$ cat src/hdl/set_assoc_cache_lru_sim_macros.svh
// Assertion macros shared by the cache simulator RTL.
`ifndef SET_ASSOC_CACHE_LRU_SIM_MACROS_SVH
`define SET_ASSOC_CACHE_LRU_SIM_MACROS_SVH

`ifndef SYNTH

// Consequent must hold in the same cycle as the antecedent.
`define SACL_ASSERT_SAME(label, clk, rst_n, ante, cons) \
    label: assert property (@(posedge clk) disable iff (!rst_n) (ante) |-> (cons)) \
        else $error("assertion failed");

// Consequent must hold in the cycle after the antecedent.
`define SACL_ASSERT_NEXT(label, clk, rst_n, ante, cons) \
    label: assert property (@(posedge clk) disable iff (!rst_n) (ante) |=> (cons)) \
        else $error("assertion failed");

`else

`define SACL_ASSERT_SAME(label, clk, rst_n, ante, cons)
`define SACL_ASSERT_NEXT(label, clk, rst_n, ante, cons)

`endif

`endif

$ cat src/hdl/sacl_row_mem.sv
// Synchronous single-write, single-read row memory with registered read data.
module sacl_row_mem #(
    parameter int WIDTH = 32,
    parameter int DEPTH = 64,
    parameter int AW    = 6
) (
    input  logic             i_clk,
    input  logic             i_rd_en,
    input  logic [AW-1:0]    i_rd_addr,
    output logic [WIDTH-1:0] o_rd_data,
    input  logic             i_wr_en,
    input  logic [AW-1:0]    i_wr_addr,
    input  logic [WIDTH-1:0] i_wr_data
);

    logic [WIDTH-1:0] mem [DEPTH];
    logic [WIDTH-1:0] r_rd_data;

    // Write port.
    always_ff @(posedge i_clk) begin
        if (i_wr_en) begin
            mem[i_wr_addr] <= i_wr_data;
        end
    end

    // Read port; the read data is registered.
    always_ff @(posedge i_clk) begin
        if (i_rd_en) begin
            r_rd_data <= mem[i_rd_addr];
        end
    end

    assign o_rd_data = r_rd_data;

endmodule

$ cat config.mk
export PLATFORM = sky130hd
export DESIGN_NAME = sacl_row_mem
export DESIGN_NICKNAME = d
export VERILOG_FILES = /design/src/hdl/set_assoc_cache_lru_sim_macros.svh /design/src/hdl/sacl_row_mem.sv
export SDC_FILE = /design/constraint.sdc
export NUM_CORES = 2
export LEC_CHECK = 0
export ABC_AREA = 1
export BUFFER_PORTS_ARGS = -buffer_cell sky130_fd_sc_hd__buf_2
export CAP_MARGIN = 20
export CORE_ASPECT_RATIO = 1.25
export CORE_MARGIN = 1
export CORE_UTILIZATION = 30
export CTS_CLUSTER_DIAMETER = 40
export DETAILED_ROUTE_END_ITERATION = 10
export HOLD_SLACK_MARGIN = 0.05
export SYNTH_ARGS = -nofsm -noshare
export SYNTH_HDL_FRONTEND = slang
export SYNTH_SLANG_ARGS = --single-unit
$ cat constraint.sdc
create_clock -name i_clk -period 5.8 [get_ports i_clk]
set_input_delay 0.29 -clock i_clk [delete_from_list [all_inputs] [get_ports i_clk]]
set_output_delay 0.29 -clock i_clk [all_outputs]
set_load 0.005 [all_outputs]
==> metrics <==
status=finished clean; reg2reg end=o_rd_data[15]; Final Slew Violations=0; Distinct cells, synth=15; Post-DP HPWL=132,400 µm; Die X-Extent=472.6 µm; initial core utilization=0.3021; Setup violations, final=0; P_int=0.02435 W; clk_lat worst skew=0.84 ns; Hold Crit Start=i_wr_data[8]; Synth Flop Type=edfxtp_1; PnR worst setup slack=2.407 ns; #FFs+latches synth=2,080; routed wire length per instance=23.53 µm; slowest CP cell=nor2_4; GRT Total Usage=0.1740; placed cell area=87,810 µm²; sequential share of power=0.533; Critical Path RT=6.26 ns; final net count=6,797; Place WS=2.194 ns; layout cells sized above 1=0.08326; sequential area share after synthesis=0.7520; PortBufs=78; Avg Inst Size Synth=12.27 µm²; Sw Ratio=0.2235; crit path cell chain=dlygate4sd3_1 -> buf_2 -> inv_1 -> nand4_1 -> nor2_4 -> buf_4; Leak=32.20 nW; Hold Path Stages=2; leading area contributor after synthesis=edfxtp_1; asr flop ratio synth=0; Cell Pwr Density=333.3 nW/µm²; yosys warns=0; R2R Path Start=mem[31][15]; Post-route DRC=0; period utilisation layout=0.5850; die height=590.3 µm; Clock Path Buffers=4; delay-heaviest family, CP=simple AND/OR/NAND/NOR gates; first-pass GRT wire length=360,500 µm; clock network fraction of design power=0.407; type of origin of the critical path=input port; initial antenna violation count=19; crit path max fanout=21; GRT Residual Overflow=0; crit-path max cell delay=1.16 ns; postcts setup bufs=0; Post-DRT Antenna Nets=0; Core Area=274,900 µm²; Slew HR=0.1142; Setup TNS=0 ns; DRT iter0 DRCs=6,130; final hold vios=0; synthesized instance count=6,769; Ports=79; synth top area cells=edfxtp_1, nand3_1, nand2_1; WS Path Type=input port to flip-flop; total die area=279,000 µm²; worst slew pin tran=1.329 ns; Peak VDD IR=0.2370 mV; Post-synth EDFFs=2,080; RSZ-0062 raised after global routing=no; Hold Path Class=input port to flip-flop; Routed WL=249,200 µm; routability cong.=0.8090; Yosys top cell area share=0.7520; Logic pwr share=0.060; sw power=0.007009 W; WP data arrival=3.86 ns; Hold Path End=mem[28][8]; H-tree depth=4; skew final=0.06452 ns; CP Capture Type=flip-flop; Buf+Inv Stages, Crit Path=4; worst reg-to-reg setup slack=3.92 ns; CTS tree=built; clk sinks=2,080; final instance area=94,100 µm²; P&R area growth vs syn=13.29%; syn_nets=6,816; cell with the most instances after synthesis=nand2_1; R2R depth=8; Max-Cap Viols=0; clock slew at reported path FFs=0.06 ns; via/cell ratio=5.093; vias=53,940; minimum clock period=3.393 ns; f_max=0.2947 GHz; vias in the first global route=52,080; row cnt=215; TritonRoute pass-1 iters=7; Synth top cells by count=nand2_1, edfxtp_1, nand3_1, buf_2, clkbuf_1; Syn Std Cell Area=83,060 µm²; clock root buffer=clkbuf_16; total CTS buffers=190; pin count of the biggest net entering global routing=236
cell usage in the layout, fill, tap and decap left out:
| cell type | netlist | routed |
|---|---|---|
| nand2_1 | 2248 | 2248 |
| edfxtp_1 | 2080 | 2080 |
| nand3_1 | 1907 | 1907 |
| clkbuf_16 | 0 | 193 |
| buf_4 | 45 | 134 |
| buf_2 | 282 | 73 |
| nor2_4 | 0 | 56 |
| clkinv_1 | 0 | 40 |
| clkinv_2 | 0 | 35 |
| clkbuf_1 | 77 | 27 |
| bufinv_16 | 0 | 26 |
| buf_12 | 0 | 23 |
| diode_2 | 0 | 9 |
| nand4_1 | 9 | 9 |
| nor4_2 | 0 | 8 |
| inv_1 | 9 | 7 |
| clkinvlp_4 | 0 | 6 |
| inv_6 | 0 | 4 |
| clkinv_4 | 0 | 4 |
| inv_8 | 0 | 3 |
| buf_8 | 2 | 3 |
| inv_16 | 0 | 2 |
| dlygate4sd3_1 | 0 | 2 |
| buf_16 | 0 | 2 |
| clkinv_8 | 0 | 1 |
| buf_6 | 3 | 1 |
cell type report:
class	count	area, µm²
tap	3689	4616
antenna	9	22.52
sequential	2080	62460
clock buffer	220	4931
timing repair buffer	238	1963
inverter	12	82.58
fill	26690	180800
clock inverter	116	1255
multi-input combinational	4228	18770
worst max path at each step:
stage | start | endpoint | cells past startpoint
finish | i_wr_addr[0] | mem[18][8] | 6
global route | i_wr_addr[0] | mem[18][23] | 6
CTS | i_wr_addr[0] | mem[18][23] | 6
detailed placement | i_rd_addr[0] | o_rd_data[15] | 11
global placement | i_rd_addr[0] | o_rd_data[15] | 11
floorplan | i_wr_en | mem[48][0] | 3
metrics by stage:
| step | util | std cells | hold slack (ns) | power [W] |
|---|---|---|---|---|
| after floorplan | - | 6769 | 0.3889 | 0.01804 |
| after global placement | 0.3191 | 10240 | 0.7209 | 0.01890 |
| after global routing | 0.3422 | 10590 | 0.1421 | 0.03215 |
| final | 0.3423 | 10590 | 0.1166 | 0.03136 |
| after detailed placement | 0.3194 | 10240 | 0.7323 | 0.01893 |
| after CTS | 0.3419 | 10580 | 0.1111 | 0.03148 |
power groups by stage:
stage	Combinational, W	Sequential, W	Clock, W
6_report	0.00189	0.0167	0.0128
5_1_grt	0.00203	0.0167	0.0134
4_1_cts	0.00189	0.0167	0.0129
3_5_place_dp	0.00188	0.0170	0
3_3_place_gp	0.00186	0.0170	0
2_1_floorplan	0.00102	0.0170	0
routing by layer:
layer | vias up | wire length, µm | global-route usage | share of wire
met3 | 496 | 19510 | 0.02635 | 0.078
met2 | 2455 | 124100 | 0.3026 | 0.50
met5 | - | 126 | 0 | 0.00051
met4 | 20 | 12840 | 0.08345 | 0.052
met1 | 26870 | 92640 | 0.2101 | 0.37
li1 | 24100 | - | - | -
timing repair:
| item | in CTS | in global routing |
|---|---|---|
| hold buffers | 1 | 1 |
| gates resized for setup | 0 | 0 |
| hold endpoints to repair | 2 | 24 |
sequential cells by signal, summed over array words and instances, names as in the netlist:
| register | count |
|---|---|
| mem | 2048 |
| o_rd_data | 32 |
kinds of logic (layout without fill, tap and decap cells):
logic type    after synthesis  after routing  synth area share
flops                    2080           2080            0.7520
buf+inv                   461            586           0.02769
simple gates             4228           4228            0.2203
other cells                 0              9                 0
Power figures use the tool's default switching activity.
