--- config.mk ---
export PLATFORM = sky130hd
export DESIGN_NAME = sacl_set_logic
export DESIGN_NICKNAME = d
export VERILOG_FILES = /design/src/hdl/set_assoc_cache_lru_sim_macros.svh /design/src/hdl/sacl_pkg.sv /design/src/hdl/sacl_set_logic.sv
export SDC_FILE = /design/constraint.sdc
export NUM_CORES = 1
export LEC_CHECK = 0
export BUFFER_PORTS_ARGS = -buffer_cell sky130_fd_sc_hd__buf_2
export CAP_MARGIN = 10
export CELL_PAD_IN_SITES_DETAIL_PLACEMENT = 1
export CELL_PAD_IN_SITES_GLOBAL_PLACEMENT = 2
export CORE_AREA = 8 8 442 444
export DETAILED_ROUTE_END_ITERATION = 16
export DIE_AREA = 0 0 450 452
export PLACE_DENSITY = 0.53
export SLEW_MARGIN = 20
export SYNTH_ARGS = -nofsm -noshare
export SYNTH_HDL_FRONTEND = slang
export SYNTH_SLANG_ARGS = --single-unit
--- constraint.sdc ---
create_clock -name vclk -period 65.5
set_clock_uncertainty 0.2 [all_clocks]
set_input_delay 13.1 -clock vclk [all_inputs]
set_output_delay 13.1 -clock vclk [all_outputs]
set_load 0.01 [all_outputs]
--- src/hdl/set_assoc_cache_lru_sim_macros.svh ---
// Assertion macros shared by the cache simulator RTL.
`ifndef SET_ASSOC_CACHE_LRU_SIM_MACROS_SVH
`define SET_ASSOC_CACHE_LRU_SIM_MACROS_SVH

`ifndef SYNTH

// Consequent must hold in the same cycle as the antecedent.
`define SACL_ASSERT_SAME(label, clk, rst_n, ante, cons) \
    label: assert property (@(posedge clk) disable iff (!rst_n) (ante) |-> (cons)) \
        else $error("assertion failed");

// Consequent must hold in the cycle after the antecedent.
`define SACL_ASSERT_NEXT(label, clk, rst_n, ante, cons) \
    label: assert property (@(posedge clk) disable iff (!rst_n) (ante) |=> (cons)) \
        else $error("assertion failed");

`else

`define SACL_ASSERT_SAME(label, clk, rst_n, ante, cons)
`define SACL_ASSERT_NEXT(label, clk, rst_n, ante, cons)

`endif

`endif

--- src/hdl/sacl_pkg.sv ---
// Shared types and constants of the cache simulator.
package sacl_pkg;

    // Fixed field widths.
    localparam int ADDR_W     = 64;
    localparam int MODE_W     = 2;
    localparam int CFG_IDX_W  = 2;
    localparam int CFG_DATA_W = 6;
    localparam int OUTCOME_W  = 2;
    localparam int TOTAL_W    = 32;
    localparam int SB_W       = 4;

    // Access kind that counts one extra hit.
    localparam logic [MODE_W-1:0] MODE_MODIFY = 2'd2;

    // Configuration register indexes.
    localparam logic [CFG_IDX_W-1:0] CFG_SET_BITS    = 2'd0;
    localparam logic [CFG_IDX_W-1:0] CFG_WAYS        = 2'd1;
    localparam logic [CFG_IDX_W-1:0] CFG_OFFSET_BITS = 2'd2;

    typedef enum logic [OUTCOME_W-1:0] {
        OUT_HIT   = 2'd0,
        OUT_FILL  = 2'd1,
        OUT_EVICT = 2'd2
    } t_outcome;

    typedef enum logic {
        ST_IDLE = 1'b0,
        ST_LOOK = 1'b1
    } t_state;

    // Result of one set lookup.
    typedef struct packed {
        logic hit;
        logic fill;
        logic evict;
    } t_lookup_status;

endpackage

--- src/hdl/sacl_set_logic.sv ---
// Tag match, victim choice and LRU age update for one set row.
module sacl_set_logic
    import sacl_pkg::*;
#(
    parameter int MAX_WAYS = 8,
    parameter int AGE_W    = 3,
    parameter int WAY_W    = 3,
    parameter int WAYS_CW  = 4
) (
    input  logic                              i_row_ok,
    input  logic [MAX_WAYS*(AGE_W+1)-1:0]     i_meta,
    input  logic [MAX_WAYS*ADDR_W-1:0]        i_tags,
    input  logic [ADDR_W-1:0]                 i_tag,
    input  logic [WAYS_CW-1:0]                i_ways,
    output logic [MAX_WAYS*(AGE_W+1)-1:0]     o_meta,
    output logic [MAX_WAYS*ADDR_W-1:0]        o_tags,
    output t_lookup_status                    o_status
);

    localparam int AGE_XW = AGE_W + 1;
    localparam logic [AGE_W-1:0]  AGE_MAX   = AGE_W'(MAX_WAYS - 1);
    localparam logic [AGE_XW-1:0] LIMIT_ALL = AGE_XW'(MAX_WAYS);

    logic [MAX_WAYS-1:0] valid;
    logic [MAX_WAYS-1:0] in_use;
    logic [AGE_W-1:0]    age   [MAX_WAYS];
    logic [ADDR_W-1:0]   tag_w [MAX_WAYS];

    logic              hit_found;
    logic              empty_found;
    logic [WAY_W-1:0]  hit_way;
    logic [WAY_W-1:0]  empty_way;
    logic [WAY_W-1:0]  victim;
    logic [WAY_W-1:0]  target;
    logic [AGE_XW-1:0] limit;

    // Unpack the row; a row never written reads as all invalid with zero ages.
    always_comb begin
        for (int w = 0; w < MAX_WAYS; w++) begin
            valid[w]  = i_row_ok & i_meta[w*AGE_XW + AGE_W];
            age[w]    = i_row_ok ? i_meta[w*AGE_XW +: AGE_W] : '0;
            tag_w[w]  = i_tags[w*ADDR_W +: ADDR_W];
            in_use[w] = (WAYS_CW'(w) < i_ways);
        end
    end

    // Search the ways in use: first matching way, first empty way, oldest way.
    always_comb begin
        hit_found   = 1'b0;
        empty_found = 1'b0;
        hit_way     = '0;
        empty_way   = '0;
        victim      = '0;
        for (int w = 0; w < MAX_WAYS; w++) begin
            if (in_use[w]) begin
                if (valid[w]) begin
                    if (!hit_found && (tag_w[w] == i_tag)) begin
                        hit_found = 1'b1;
                        hit_way   = WAY_W'(w);
                    end
                    if ((age[w] > age[victim]) || !valid[victim]) begin
                        victim = WAY_W'(w);
                    end
                end else if (!empty_found) begin
                    empty_found = 1'b1;
                    empty_way   = WAY_W'(w);
                end
            end
        end
    end

    // Pick the way that becomes most recent and the age limit for the others.
    always_comb begin
        o_status.hit   = hit_found;
        o_status.fill  = !hit_found && empty_found;
        o_status.evict = !hit_found && !empty_found;
        if (hit_found) begin
            target = hit_way;
            limit  = {1'b0, age[hit_way]};
        end else if (empty_found) begin
            target = empty_way;
            limit  = LIMIT_ALL;
        end else begin
            target = victim;
            limit  = {1'b0, age[victim]};
        end
    end

    // Build the row to write back.
    always_comb begin
        logic             nv;
        logic [AGE_W-1:0] na;
        for (int w = 0; w < MAX_WAYS; w++) begin
            nv = valid[w];
            na = age[w];
            if (in_use[w] && valid[w] && ({1'b0, age[w]} < limit) && (age[w] < AGE_MAX)) begin
                na = age[w] + 1'b1;
            end
            if (WAY_W'(w) == target) begin
                nv = 1'b1;
                na = '0;
            end
            o_meta[w*AGE_XW +: AGE_XW] = {nv, na};
            o_tags[w*ADDR_W +: ADDR_W] =
                (!hit_found && (WAY_W'(w) == target)) ? i_tag : tag_w[w];
        end
    end

endmodule

==> flow_summary.json <==
{
  "status": "finished, final reports clean",
  "grt_pass1_vias": 25800,
  "p_int_mw": 0.0896,
  "syn2layout_area_growth_pct": 47.2,
  "fillers": 23000,
  "synth_common_cells": "366 x mux2_2, 286 x xor2_1, 228 x xnor2_1",
  "power_mw": 0.287,
  "die_width_um": 450,
  "max-slew-margin-rel": 0.229,
  "post_cts_buffers": 0,
  "p_per_area_mw_per_mm2": 10.7,
  "yosysSeqAreaShare": 0,
  "regArea_um2": 0,
  "num_vias": 26100,
  "synth_area_leader_cell": "mux2_2",
  "post_drt_wl_per_cell_um": 44.7,
  "synth_warnings": 0,
  "required_ns": 52.20,
  "postRouteAntennaNets": 0,
  "clockBufferCount": 0,
  "vdd_drop_max_mv": 0.00559,
  "ioPinCount": 1160,
  "swShare": 0.688,
  "nets": 3956,
  "synth_fp_nets": 2929,
  "min_path_type": "in -> out",
  "cp_slowest_cell": "a21boi_0",
  "grt-ovfl-total": 0,
  "crit_path_frequent_cell": "o21ai_0",
  "routed_wl_um": 262000,
  "drc_errors": 0,
  "p_switching_mw": 0.197,
  "synth_area_mm2": 0.0182,
  "antenna_found_initial": 164,
  "viasPerCell": 4.45,
  "fin_crit_sh": 0.664,
  "start_util": 0.0965,
  "core-area_mm2": 0.189,
  "dieArea_mm2": 0.203,
  "start_kind": "input pin",
  "cap_violations": 0,
  "p_clk_frac": 0,
  "rsz0062_at_grt": "no",
  "fmax_mhz": 23.0,
  "comb_power_share": 1.000,
  "cts_resized": 0,
  "finalHoldViolCount": 0,
  "timing.hold.ws_ns": 26.34,
  "tightest_slew_ns": 1.16,
  "synth_top_cell_area_share": 0.227,
  "dr.pass1.iters": 6,
  "nFlopsAndLatches": 0,
  "ys_top_cells_by_area": "mux2_2 23%, xor2_1 14%, xnor2_1 11%, mux2_1 5.5%, nor4_1 5.2%",
  "finalCriticalPeriod_ns": 43.50,
  "grt_max_degree": 65,
  "cp_slowest_stage_delay_ns": 0.62,
  "synthCells": 2274,
  "grt_use_total": 0.240,
  "end_kind": "output pin",
  "portBuffers": 1160,
  "dieHeight_um": 452,
  "drive_gt1_frac": 0.518,
  "cp.arrival_ns": 30.20,
  "yosysMostFrequentCell": "mux2_2",
  "setup_viol": 0,
  "pwr-share-seq": 0,
  "synth_area_per_cell_um2": 8.00,
  "synth.distinct_cells": 89,
  "hpwl_um": 232000,
  "p_leak_nw": 11.2,
  "row_count": 160,
  "fin_tns_setup_ns": 0,
  "gp_congestion": 0.970,
  "dpl.cell_count": 5809,
  "grt_pass1_wl_um": 320000,
  "stdcell_count": 5871,
  "crit_type": "in -> out",
  "critical_path.max_fanout": 42,
  "ctsHoldBuffers": 0,
  "slew_viol_final": 0,
  "dr.first_iter.drc_count": 2828,
  "fin_util": 0.142
}
## worst paths after layout
| path | slack (ns) | depth (start not counted) | start | end |
|---|---|---|---|---|
| setup / recovery | 22.00 | 70 | i_row_ok | o_meta[13] |
| hold / removal | 26.34 | 3 | i_tags[349] | o_tags[349] |
## per-layer routing
metal  global-route usage  up-vias  wire [um]
met5                    0        -        197
met1                0.299    13400     106000
met4               0.0845       38      11500
li1                     -    10600          -
met2                0.394     1689     121000
met3               0.0705      422      23300
## power groups by stage
stage                  clock, mW  sequential [mW]  combinational, mW
floorplan                      0                0              0.123
global placement               0                0              0.283
detailed placement             0                0              0.282
CTS                            0                0              0.283
global route        0.0000000908                0              0.295
finish              0.0000000481                0              0.287
## through the flow
step,instance area (um^2),setup slack (ns)
final,26800,22.00
after detailed placement,26600,21.59
after global placement,26600,21.83
after floorplan,18200,24.30
after CTS,26600,21.57
after global routing,26700,20.69
## placed cells by master (no fill, tap or decap), types with 40 or more instances in the layout
| cell | synthesis | routed |
|---|---|---|
| xnor2_1 | 228 | 228 |
| nor4_1 | 150 | 148 |
| nand4_1 | 129 | 129 |
| a21oi_1 | 40 | 40 |
| mux2_1 | 89 | 89 |
| nand2_1 | 114 | 114 |
| mux2_4 | 61 | 61 |
| nor2_1 | 79 | 79 |
| o21ai_0 | 60 | 60 |
| diode_2 | 0 | 61 |
| ha_1 | 42 | 42 |
| nand3_1 | 47 | 47 |
| buf_4 | 5 | 79 |
| buf_2 | 123 | 1160 |
| mux2_2 | 366 | 366 |
| xor2_1 | 286 | 286 |
## logic make-up after synthesis
kind of cell               after synthesis  share of synthesized area
AOI/OAI and AO/OA                      249                     0.0965
xor gates and xnor gates               514                      0.247
adders and majority gates               42                     0.0289
buffers and inverters                  245                     0.0697
muxes                                  526                      0.338
and+or+nand+nor                        698                      0.220
## critical path: cells and delay by family
kind                       cells  cell delay [ns]
adders and majority gates      8             2.35
and+or+nand+nor               18             2.94
AOI/OAI and AO/OA             37             9.86
buffers and inverters          6             1.51
muxes                          1             0.41
## area by class of cell
class	instances	area [um^2]	area share
Multi-Input combinational cell	2029	17000	0.634
Antenna cell	61	153	0.00570
Timing Repair Buffer	1239	6400	0.239
Tap cell	2511	3140	0.117
Inverter	31	116	0.00434
Note: power is estimated with default switching activity, not from simulation.
